**config.mk**
```make
export PLATFORM = sky130hd
export DESIGN_NAME = igc_fix_record_parser_unit_flat
export DESIGN_NICKNAME = d
export VERILOG_FILES = /design/src/design/igcp_pkg.sv /design/src/design/igcp_stream_if.sv /design/src/design/igcp_field_scan.sv /design/src/design/igcp_result_reg.sv /design/src/design/igc_fix_record_parser_unit.sv /design/src/flat_wrapper.sv
export SDC_FILE = /design/constraint.sdc
export NUM_CORES = 1
export LEC_CHECK = 0
export ABC_AREA = 0
export BUFFER_PORTS_ARGS = -buffer_cell sky130_fd_sc_hd__buf_2
export CAP_MARGIN = 10
export CORE_UTILIZATION = 35
export CTS_CLUSTER_SIZE = 16
export DETAILED_ROUTE_END_ITERATION = 12
export PLACE_DENSITY = 0.61
export SYNTH_ARGS = -nofsm -noshare
export SYNTH_HDL_FRONTEND = slang
export SYNTH_SLANG_ARGS = --single-unit
```
**constraint.sdc**
```tcl
create_clock -name clk -period 12.9 [get_ports clk]
set_input_delay 2.58 -clock clk [delete_from_list [all_inputs] [get_ports clk]]
set_output_delay 2.58 -clock clk [all_outputs]
set_load 0.01 [all_outputs]
```
**src/design/igcp_pkg.sv**
```systemverilog
`timescale 1ns / 1ps
// ----------------------------------------------------------------------------
// igcp_pkg
// Shared constants, types and helpers for the fix record parser.
// ----------------------------------------------------------------------------
package igcp_pkg;

  // Field widths
  localparam int unsigned BYTE_W    = 8;
  localparam int unsigned POS_W     = 5;
  localparam int unsigned TIME_W    = 19;
  localparam int unsigned LAT_DEG_W = 7;
  localparam int unsigned LON_DEG_W = 10;
  localparam int unsigned MIN_W     = 17;
  localparam int unsigned ALT_MAG_W = 17;
  localparam int unsigned LAT_W     = 24;
  localparam int unsigned LON_W     = 27;
  localparam int unsigned ALT_W     = 18;
  localparam int unsigned DIGIT_W   = 4;

  // Characters
  localparam logic [BYTE_W-1:0] CHAR_LF    = 8'd10;
  localparam logic [BYTE_W-1:0] CHAR_B     = 8'h42;
  localparam logic [BYTE_W-1:0] CHAR_A     = 8'h41;
  localparam logic [BYTE_W-1:0] CHAR_S     = 8'h53;
  localparam logic [BYTE_W-1:0] CHAR_W     = 8'h57;
  localparam logic [BYTE_W-1:0] CHAR_MINUS = 8'h2D;
  localparam logic [BYTE_W-1:0] CHAR_ZERO  = 8'h30;
  localparam logic [BYTE_W-1:0] CHAR_NINE  = 8'h39;

  // Record layout (character positions within a line)
  localparam logic [POS_W-1:0] POS_TAG       = 5'd0;
  localparam logic [POS_W-1:0] POS_TIME_LAST = 5'd6;
  localparam logic [POS_W-1:0] POS_LATD_LAST = 5'd8;
  localparam logic [POS_W-1:0] POS_LATM_LAST = 5'd13;
  localparam logic [POS_W-1:0] POS_LAT_HEMI  = 5'd14;
  localparam logic [POS_W-1:0] POS_LOND_LAST = 5'd17;
  localparam logic [POS_W-1:0] POS_LONM_LAST = 5'd22;
  localparam logic [POS_W-1:0] POS_LON_HEMI  = 5'd23;
  localparam logic [POS_W-1:0] POS_VALIDITY  = 5'd24;
  localparam logic [POS_W-1:0] POS_ALT_FIRST = 5'd25;
  localparam logic [POS_W-1:0] REC_LEN       = 5'd30;

  // 1/60000 degree units per degree
  localparam logic [15:0] DEG_UNITS = 16'd60000;

  // Raw fields gathered over one line, plus the emit strobe
  typedef struct packed {
    logic                 emit;
    logic [TIME_W-1:0]    time_sec;
    logic [LAT_DEG_W-1:0] lat_deg;
    logic [MIN_W-1:0]     lat_min;
    logic                 lat_south;
    logic [LON_DEG_W-1:0] lon_deg;
    logic [MIN_W-1:0]     lon_min;
    logic                 lon_west;
    logic [ALT_MAG_W-1:0] alt_mag;
    logic                 alt_neg;
  } igcp_fix_t;

  // Seconds carried by one time digit at a given position
  function automatic logic [TIME_W-1:0] time_weight(input logic [POS_W-1:0] pos);
    logic [TIME_W-1:0] w;
    begin
      case (pos)
        5'd1:    w = 19'd36000;
        5'd2:    w = 19'd3600;
        5'd3:    w = 19'd600;
        5'd4:    w = 19'd60;
        5'd5:    w = 19'd10;
        5'd6:    w = 19'd1;
        default: w = '0;
      endcase
      return w;
    end
  endfunction

endpackage

```
**src/design/igcp_stream_if.sv**
```systemverilog
`timescale 1ns / 1ps
// ----------------------------------------------------------------------------
// igcp_byte_if / igcp_fix_if
// Valid/ready channels for text bytes in and fix results out.
// ----------------------------------------------------------------------------
interface igcp_byte_if;
  import igcp_pkg::*;
  logic              valid;
  logic              ready;
  logic [BYTE_W-1:0] data_byte;

  modport source (output valid, output data_byte, input ready);
  modport sink   (input valid, input data_byte, output ready);
endinterface

interface igcp_fix_if;
  import igcp_pkg::*;
  logic                     valid;
  logic                     ready;
  logic [TIME_W-1:0]        time_of_day_seconds;
  logic signed [LAT_W-1:0]  latitude_units;
  logic signed [LON_W-1:0]  longitude_units;
  logic signed [ALT_W-1:0]  altitude_value;

  modport source (output valid, output time_of_day_seconds, output latitude_units,
                  output longitude_units, output altitude_value, input ready);
  modport sink   (input valid, input time_of_day_seconds, input latitude_units,
                  input longitude_units, input altitude_value, output ready);
endinterface

```
**src/design/igcp_field_scan.sv**
```systemverilog
`timescale 1ns / 1ps
// ----------------------------------------------------------------------------
// igcp_field_scan
// Per-byte line scanner: tracks position, match flag and digit accumulators.
// ----------------------------------------------------------------------------
module igcp_field_scan
  import igcp_pkg::*;
(
  input  logic              clk,
  input  logic              rst,
  input  logic              take,
  input  logic [BYTE_W-1:0] data_byte,
  output igcp_fix_t         fix
);

  logic [POS_W-1:0]     pos, pos_next;
  logic                 line_ok, line_ok_next;
  logic [TIME_W-1:0]    time_acc, time_acc_next;
  logic [LAT_DEG_W-1:0] lat_deg, lat_deg_next;
  logic [MIN_W-1:0]     lat_min, lat_min_next;
  logic                 lat_south, lat_south_next;
  logic [LON_DEG_W-1:0] lon_deg, lon_deg_next;
  logic [MIN_W-1:0]     lon_min, lon_min_next;
  logic                 lon_west, lon_west_next;
  logic [ALT_MAG_W-1:0] alt_mag, alt_mag_next;
  logic                 alt_neg, alt_neg_next;

  logic               is_lf;
  logic               is_digit;
  logic [DIGIT_W-1:0] digit;

  // character class
  assign is_lf    = (data_byte == CHAR_LF);
  assign is_digit = (data_byte >= CHAR_ZERO) && (data_byte <= CHAR_NINE);
  assign digit    = is_digit ? DIGIT_W'(data_byte - CHAR_ZERO) : '0;

  // next-state for one beat
  always_comb begin
    pos_next       = pos;
    line_ok_next   = line_ok;
    time_acc_next  = time_acc;
    lat_deg_next   = lat_deg;
    lat_min_next   = lat_min;
    lat_south_next = lat_south;
    lon_deg_next   = lon_deg;
    lon_min_next   = lon_min;
    lon_west_next  = lon_west;
    alt_mag_next   = alt_mag;
    alt_neg_next   = alt_neg;

    if (is_lf) begin
      // line ends: back to start-of-line state
      pos_next       = '0;
      line_ok_next   = 1'b1;
      time_acc_next  = '0;
      lat_deg_next   = '0;
      lat_min_next   = '0;
      lat_south_next = 1'b0;
      lon_deg_next   = '0;
      lon_min_next   = '0;
      lon_west_next  = 1'b0;
      alt_mag_next   = '0;
      alt_neg_next   = 1'b0;
    end else if (pos < REC_LEN) begin
      pos_next = pos + POS_W'(1);
      if (line_ok) begin
        if (pos == POS_TAG) begin
          if (data_byte != CHAR_B) line_ok_next = 1'b0;
        end else if (pos <= POS_TIME_LAST) begin
          if (is_digit) time_acc_next = time_acc + TIME_W'(digit) * time_weight(pos);
          else line_ok_next = 1'b0;
        end else if (pos <= POS_LATD_LAST) begin
          if (is_digit) lat_deg_next = LAT_DEG_W'(lat_deg * 4'd10) + LAT_DEG_W'(digit);
          else line_ok_next = 1'b0;
        end else if (pos <= POS_LATM_LAST) begin
          if (is_digit) lat_min_next = MIN_W'(lat_min * 4'd10) + MIN_W'(digit);
          else line_ok_next = 1'b0;
        end else if (pos == POS_LAT_HEMI) begin
          lat_south_next = (data_byte == CHAR_S);
        end else if (pos <= POS_LOND_LAST) begin
          if (is_digit) lon_deg_next = LON_DEG_W'(lon_deg * 4'd10) + LON_DEG_W'(digit);
          else line_ok_next = 1'b0;
        end else if (pos <= POS_LONM_LAST) begin
          if (is_digit) lon_min_next = MIN_W'(lon_min * 4'd10) + MIN_W'(digit);
          else line_ok_next = 1'b0;
        end else if (pos == POS_LON_HEMI) begin
          lon_west_next = (data_byte == CHAR_W);
        end else if (pos == POS_VALIDITY) begin
          if (data_byte != CHAR_A) line_ok_next = 1'b0;
        end else begin
          // altitude: optional leading minus
          if (is_digit) alt_mag_next = ALT_MAG_W'(alt_mag * 4'd10) + ALT_MAG_W'(digit);
          else if (pos == POS_ALT_FIRST && data_byte == CHAR_MINUS) alt_neg_next = 1'b1;
          else line_ok_next = 1'b0;
        end
      end
    end
  end

  always_ff @(posedge clk) begin
    if (rst) begin
      pos       <= '0;
      line_ok   <= 1'b1;
      time_acc  <= '0;
      lat_deg   <= '0;
      lat_min   <= '0;
      lat_south <= 1'b0;
      lon_deg   <= '0;
      lon_min   <= '0;
      lon_west  <= 1'b0;
      alt_mag   <= '0;
      alt_neg   <= 1'b0;
    end else if (take) begin
      pos       <= pos_next;
      line_ok   <= line_ok_next;
      time_acc  <= time_acc_next;
      lat_deg   <= lat_deg_next;
      lat_min   <= lat_min_next;
      lat_south <= lat_south_next;
      lon_deg   <= lon_deg_next;
      lon_min   <= lon_min_next;
      lon_west  <= lon_west_next;
      alt_mag   <= alt_mag_next;
      alt_neg   <= alt_neg_next;
    end
  end

  // complete record closed by this beat's line feed
  assign fix.emit      = take && is_lf && line_ok && (pos == REC_LEN);
  assign fix.time_sec  = time_acc;
  assign fix.lat_deg   = lat_deg;
  assign fix.lat_min   = lat_min;
  assign fix.lat_south = lat_south;
  assign fix.lon_deg   = lon_deg;
  assign fix.lon_min   = lon_min;
  assign fix.lon_west  = lon_west;
  assign fix.alt_mag   = alt_mag;
  assign fix.alt_neg   = alt_neg;

endmodule

```
**src/design/igcp_result_reg.sv**
```systemverilog
`timescale 1ns / 1ps
// ----------------------------------------------------------------------------
// igcp_result_reg
// Converts raw fields to signed units and holds the result beat.
// ----------------------------------------------------------------------------
module igcp_result_reg
  import igcp_pkg::*;
(
  input  logic       clk,
  input  logic       rst,
  input  igcp_fix_t  fix,
  output logic       stalled,
  igcp_fix_if.source res
);

  logic                valid;
  logic [LAT_W-1:0]    lat_mag;
  logic [LON_W-1:0]    lon_mag;
  logic [LAT_W-1:0]    lat_val;
  logic [LON_W-1:0]    lon_val;
  logic [ALT_W-1:0]    alt_val;
  logic [TIME_W-1:0]   time_q;
  logic [LAT_W-1:0]    lat_q;
  logic [LON_W-1:0]    lon_q;
  logic [ALT_W-1:0]    alt_q;

  // degrees * 60000 + thousandths of minute, then hemisphere sign
  assign lat_mag = LAT_W'(fix.lat_deg) * LAT_W'(DEG_UNITS) + LAT_W'(fix.lat_min);
  assign lon_mag = LON_W'(fix.lon_deg) * LON_W'(DEG_UNITS) + LON_W'(fix.lon_min);
  assign lat_val = fix.lat_south ? (LAT_W'(0) - lat_mag) : lat_mag;
  assign lon_val = fix.lon_west ? (LON_W'(0) - lon_mag) : lon_mag;
  assign alt_val = fix.alt_neg ? (ALT_W'(0) - ALT_W'(fix.alt_mag)) : ALT_W'(fix.alt_mag);

  // output beat holding register
  always_ff @(posedge clk) begin
    if (rst) begin
      valid <= 1'b0;
    end else if (fix.emit) begin
      valid <= 1'b1;
    end else if (res.ready) begin
      valid <= 1'b0;
    end
  end

  always_ff @(posedge clk) begin
    if (fix.emit) begin
      time_q <= fix.time_sec;
      lat_q  <= lat_val;
      lon_q  <= lon_val;
      alt_q  <= alt_val;
    end
  end

  assign stalled                 = valid && !res.ready;
  assign res.valid               = valid;
  assign res.time_of_day_seconds = time_q;
  assign res.latitude_units      = $signed(lat_q);
  assign res.longitude_units     = $signed(lon_q);
  assign res.altitude_value      = $signed(alt_q);

endmodule

```
**src/design/igc_fix_record_parser_unit.sv**
```systemverilog
`timescale 1ns / 1ps
// ----------------------------------------------------------------------------
// igc_fix_record_parser_unit
// Output: a fix beat is offered in the cycle after its closing line feed beat.
// Throughput: one text byte per cycle; input stalls only in reset or while a fix waits.
// Reset: synchronous rst returns the scanner to start of line, drops results.
// ----------------------------------------------------------------------------
module igc_fix_record_parser_unit
  import igcp_pkg::*;
(
  input  logic       clk,
  input  logic       rst,
  igcp_byte_if.sink  text,
  igcp_fix_if.source fix
);

  igcp_fix_t raw;
  logic      stalled;
  logic      take;

  // byte accepted whenever the result slot is free or draining
  assign text.ready = !rst && !stalled;
  assign take       = text.valid && text.ready;

  igcp_field_scan u_scan (
    .clk       (clk),
    .rst       (rst),
    .take      (take),
    .data_byte (text.data_byte),
    .fix       (raw)
  );

  igcp_result_reg u_res (
    .clk     (clk),
    .rst     (rst),
    .fix     (raw),
    .stalled (stalled),
    .res     (fix)
  );

endmodule

```
**src/flat_wrapper.sv**
```systemverilog
// flat-port wrapper written by rule: the top's interface ports become plain ports
module igc_fix_record_parser_unit_flat import igcp_pkg::*;
  (clk, rst, text_valid, text_data_byte, text_ready, fix_valid, fix_time_of_day_seconds, fix_latitude_units, fix_longitude_units, fix_altitude_value, fix_ready);
  igcp_byte_if text_i ();
  igcp_fix_if fix_i ();
  input  logic clk;
  input  logic rst;
  input wire logic [$bits(text_i.valid)-1:0] text_valid;
  input wire logic [$bits(text_i.data_byte)-1:0] text_data_byte;
  output wire logic [$bits(text_i.ready)-1:0] text_ready;
  output wire logic [$bits(fix_i.valid)-1:0] fix_valid;
  output wire logic [$bits(fix_i.time_of_day_seconds)-1:0] fix_time_of_day_seconds;
  output wire logic [$bits(fix_i.latitude_units)-1:0] fix_latitude_units;
  output wire logic [$bits(fix_i.longitude_units)-1:0] fix_longitude_units;
  output wire logic [$bits(fix_i.altitude_value)-1:0] fix_altitude_value;
  input wire logic [$bits(fix_i.ready)-1:0] fix_ready;
  assign text_i.valid = text_valid;
  assign text_i.data_byte = text_data_byte;
  assign text_ready = text_i.ready;
  assign fix_valid = fix_i.valid;
  assign fix_time_of_day_seconds = fix_i.time_of_day_seconds;
  assign fix_latitude_units = fix_i.latitude_units;
  assign fix_longitude_units = fix_i.longitude_units;
  assign fix_altitude_value = fix_i.altitude_value;
  assign fix_i.ready = fix_ready;
  igc_fix_record_parser_unit u_core (.clk(clk), .rst(rst), .text(text_i), .fix(fix_i));
endmodule
```
==> key figures <==
Outcome
  • Outcome: complete, no violations

Drt
  • First-pass iteration count of the detailed router: 5
  • Number of DRC markers after the initial detailed-route iteration: between 700 and 800
  • Average wire per cell in the routed design: ~15 um
  • Via count of the routed design: between 10,000 and 15,000
  • Via density per instance: 5.17
  • DRT antenna net count: 0
  • DRC violations left: 0
  • Post-detailed-routing wire length: between 40,000 and 50,000 um

CTS
  • TritonCTS clock tree: yes
  • Insertion delay of the later-clocked pin in the worst-skew pair: approximately 0.50 ns
  • CTS Sinks: around 190
  • Clock buffer count from CTS: 17
  • Number of hold-repair buffers added at the cts stage: 0
  • Setup Fix Bufs, Post-CTS: 0
  • Max clock buf depth: 2
  • Clock input transition at the sequential cells of the worst setup and hold paths: 0.07 ns
  • Number of resized instances in the post-cts repair step: 0
  • Root Driver: sky130_fd_sc_hd__clkbuf_16
  • H-Tree Depth: 4

Global route
  • Overflow left after global routing: 0
  • Wire length of the first global-routing pass: 73,300 um
  • Global router's overall resource usage: between 15 and 20%
  • Number of global-route vias before repair: 15,100
  • Maximum number of pins on one net before global-route repair: between 60 and 70
  • Initial antenna violation count: 0

Cells and area
  • Finished layout cell area: 0.0208 mm^2
  • Fraction of final layout cells sized beyond drive strength 1: under 10%
  • Count of non-filler cells in the finished layout: about 2,900
  • Leading cell types in the layout, fill and taps excluded: sky130_fd_sc_hd__ha_1, sky130_fd_sc_hd__inv_1, sky130_fd_sc_hd__nor2_1
  • Fill cell count: between 5,000 and 6,000
  • Most common library cell in the layout ignoring fill and taps: sky130_fd_sc_hd__ha_1
  • Nets@finish: ~2,600
  • Area growth from synthesis to layout: 9.62%

Floorplanning
  • CORE AREA: about 0.053 mm^2
  • Chip Width: approximately 230 um
  • Number of cell rows: 84
  • Die outline height: about 230 um
  • Effective utilization at floorplan: about 36%
  • Floorplan die area: about 0.055 mm^2
  • Io pins: 102

Worst setup path
  • CP delay by family, top: adder cells
  • Maximum fanout along the worst path: 11
  • Delay of the slowest critical-path stage: ~0.52 ns
  • Critical path data required time: 13.28 ns
  • Slack of the worst reg-to-reg path: 5.91 ns
  • Worst path cell trace: buf_2, nor3b_1, and3_1, nand2_1, inv_1, nand2_1, fa_1, fa_1, fa_1, inv_1, ha_1, nor2b_1, o21ai_0, nand2b_1, a21o_1, a21o_1, a21o_1, a21oi_1, o21bai_1, a21oi_1, nor4_1, a311o_1
  • Class of the most critical setup path: in2reg
  • Kind of end point of the critical path: flop
  • Depth of the critical timing path with buffers and inverters included: 22
  • Path depth of the worst reg2reg path: 23
  • Data arrival time of the critical path: 8.08 ns
  • Cell with the largest stage delay on the worst path: sky130_fd_sc_hd__fa_1
  • Sort of element at the start of the critical path: input port
  • Critical path buffer and inverter count: 3

Timing
  • Final Slew Violations: 0
  • Fmax achieved: 130 MHz
  • Crit path time final: 7.70 ns
  • Measured slew at the worst slew-check pin: roughly 0.88 ns
  • Clock skew after layout: about 0.015 ns
  • Total negative slack: 0 ns
  • Hold Vio Cnt, Final: 0
  • Worst hold slack: between 0.4 and 0.5 ns
  • Unrepaired setup endpoints after global routing: no
  • Worst slew slack as a fraction of its limit: 40.9%
  • Setup-failing EPs final: 0
  • Final worst-path cycle share: between 50% and 60%

Job
  • Number of max-cap violations: 0

Synth
  • Post-synth top flop: sky130_fd_sc_hd__dfxtp_1
  • Count of state elements after synthesis: around 190
  • Sequential share of the synthesized area: 24.1%
  • Number of flops mapped to enable cells by yosys: between 80 and 90
  • FFs w/ async S/R, synth: 0%
  • Warnings, synthesis: 0
  • Number of unique standard cell types used by synthesis: between 90 and 100
  • Post-synthesis cell count: between 2,000 and 2,500
  • Post-Syn Area: between 0.015 and 0.02 mm^2
  • Syn Nets: ~2,500
  • Average instance area after synthesis: around 9.0 um^2

Placement
  • Input/output buffers: 101
  • HPWL Detailed: around 34,000 um
  • Routability congestion estimate from global placement: 0.853
  • Placement-stage cell area: between 0.02 and 0.025 mm^2
  • Cell Count Post-Placement: 2,868

Power and ir drop
  • Power density over cell area: approximately 56 mW/mm^2
  • VDD IR-drop max: 0.0000999 V
  • Post-layout power: about 1.2 mW
  • Leakage power figure: 9.94 nW

Min path
  • Number of cells on the worst hold path: 0
  • Class of the tightest hold or removal check: reg2reg
[cells in the mapped netlist (7+ instances only)]
cell type / count / share of area [%]
sky130_fd_sc_hd__a21o_1: 42 / 1.7
sky130_fd_sc_hd__a21oi_1: 145 / 3.8
sky130_fd_sc_hd__a22o_1: 10 / 0.46
sky130_fd_sc_hd__a22oi_1: 33 / 1.3
sky130_fd_sc_hd__a31oi_1: 10 / 0.33
sky130_fd_sc_hd__and2_1: 15 / 0.49
sky130_fd_sc_hd__and3_1: 22 / 0.73
sky130_fd_sc_hd__clkbuf_1: 48 / 0.95
sky130_fd_sc_hd__dfxtp_1: 97 / 10
sky130_fd_sc_hd__edfxtp_1: 88 / 14
sky130_fd_sc_hd__fa_1: 89 / 9.4
sky130_fd_sc_hd__ha_1: 282 / 19
sky130_fd_sc_hd__inv_1: 221 / 4.4
sky130_fd_sc_hd__mux2i_1: 9 / 0.47
sky130_fd_sc_hd__nand2_1: 132 / 2.6
sky130_fd_sc_hd__nand2b_1: 25 / 0.82
sky130_fd_sc_hd__nand3_1: 57 / 1.5
sky130_fd_sc_hd__nand4_1: 15 / 0.49
sky130_fd_sc_hd__nor2_1: 177 / 3.5
sky130_fd_sc_hd__nor2b_1: 16 / 0.53
sky130_fd_sc_hd__nor3_1: 66 / 1.7
sky130_fd_sc_hd__nor3b_1: 20 / 0.79
sky130_fd_sc_hd__nor4_1: 10 / 0.33
sky130_fd_sc_hd__o21a_1: 17 / 0.67
sky130_fd_sc_hd__o21ai_0: 74 / 2.0
sky130_fd_sc_hd__o21ai_1: 7 / 0.18
sky130_fd_sc_hd__o21bai_1: 13 / 0.51
sky130_fd_sc_hd__o31ai_1: 16 / 0.63
sky130_fd_sc_hd__or2_2: 10 / 0.33
sky130_fd_sc_hd__or3_1: 8 / 0.26
sky130_fd_sc_hd__or4_1: 7 / 0.28
sky130_fd_sc_hd__xnor2_1: 175 / 8.1
sky130_fd_sc_hd__xor2_1: 62 / 2.9
[power by group]
part           switching (mW)  leakage [nW]  total (mW)  internal, mW
logic                  0.0194          8.10      0.0266       0.00719
clock network           0.268         0.270       0.523         0.256
registers             0.00124          1.58       0.610         0.609
total                   0.288          9.94        1.16         0.872
[metrics by stage]
stage	utilization (%)	setup slack, ns
floorplan	-	2.59
global placement	38.1	4.99
detailed placement	38.1	4.81
CTS	39.2	5.33
global route	39.2	4.98
finish	39.2	5.20
[cell families (layout without fill, tap and decap cells)]
kind of cell,after synthesis,count (layout),synth area share [%]
xor gates and xnor gates,237,237,10.9
AOI/OAI and AO/OA,430,430,14.7
buffers and inverters,275,367,5.56
and+or+nand+nor,612,612,16.1
muxes,10,10,0.554
other,0,1,0
DFF,185,185,24.1
adders and majority gates,371,371,28.0
[final timing paths]
check	startpoint	end
setup / recovery	text_data_byte[6]	u_core.u_scan.time_acc[11]
hold / removal	u_core.u_scan.time_acc[0]	u_core.u_res.res.time_of_day_seconds[0]
setup reg to reg	u_core.u_scan.lon_deg[8]	u_core.u_res.res.longitude_units[26]
hold reg to reg	u_core.u_scan.time_acc[0]	u_core.u_res.res.time_of_day_seconds[0]
[worst reg2reg max path, stage by stage, from the launching register on]
cell and delay [ns]:
sky130_fd_sc_hd__dfxtp_1 0.62, sky130_fd_sc_hd__inv_1 0.09, sky130_fd_sc_hd__ha_1 0.35, sky130_fd_sc_hd__fa_1 0.50
sky130_fd_sc_hd__fa_1 0.51, sky130_fd_sc_hd__inv_1 0.05, sky130_fd_sc_hd__fa_1 0.52, sky130_fd_sc_hd__inv_1 0.05
sky130_fd_sc_hd__fa_1 0.49, sky130_fd_sc_hd__inv_1 0.04, sky130_fd_sc_hd__ha_1 0.38, sky130_fd_sc_hd__a21o_1 0.24
sky130_fd_sc_hd__a21oi_2 0.22, sky130_fd_sc_hd__o21ai_0 0.14, sky130_fd_sc_hd__xor2_1 0.17, sky130_fd_sc_hd__ha_1 0.34
sky130_fd_sc_hd__a21oi_1 0.29, sky130_fd_sc_hd__nand2_1 0.17, sky130_fd_sc_hd__xnor2_1 0.43, sky130_fd_sc_hd__nand4_1 0.27
sky130_fd_sc_hd__nor3_2 0.31, sky130_fd_sc_hd__nand3_2 0.13, sky130_fd_sc_hd__mux2_4 0.32, sky130_fd_sc_hd__a211oi_2 0.18
[state kept, by name, indices dropped and copies added, names as in the netlist]
signal and flops:
u_core.u_scan.alt_neg 1, u_core.u_scan.lat_min 17, u_core.u_scan.pos 5, u_core.u_res.res.latitude_units 24
u_core.u_scan.lat_south 1, u_core.u_scan.time_acc 19, u_core.u_scan.lon_min 17, u_core.u_scan.alt_mag 17
u_core.u_res.res.longitude_units 27, u_core.u_res.res.time_of_day_seconds 19, u_core.u_scan.line_ok 1, u_core.u_scan.lon_deg 10
u_core.u_scan.lat_deg 7, u_core.u_res.res.valid 1, u_core.u_res.res.altitude_value 18, u_core.u_scan.lon_west 1
[cell type report]
type | instances | area (um^2) | area share [%]
flip-flops and latches | 185 | 4580 | 22.0
inverters | 222 | 833 | 4.00
well taps | 688 | 861 | 4.14
multi-input cells | 1660 | 13400 | 64.2
diodes | 1 | 2.50 | 0.0120
repair buffers | 113 | 596 | 2.86
clock inverters | 15 | 154 | 0.740
clock buffers | 17 | 425 | 2.04
[routing by layer]
metal | vias to the layer above | GRT usage (%) | routed length (um)
met1 | 7121 | 20.5 | 20400
li1 | 7569 | - | -
met2 | 263 | 27.9 | 20800
met3 | 42 | 3.16 | 1650
met5 | - | 0 | 0
met4 | 0 | 4.82 | 580
(Power assumes the default switching activity.)
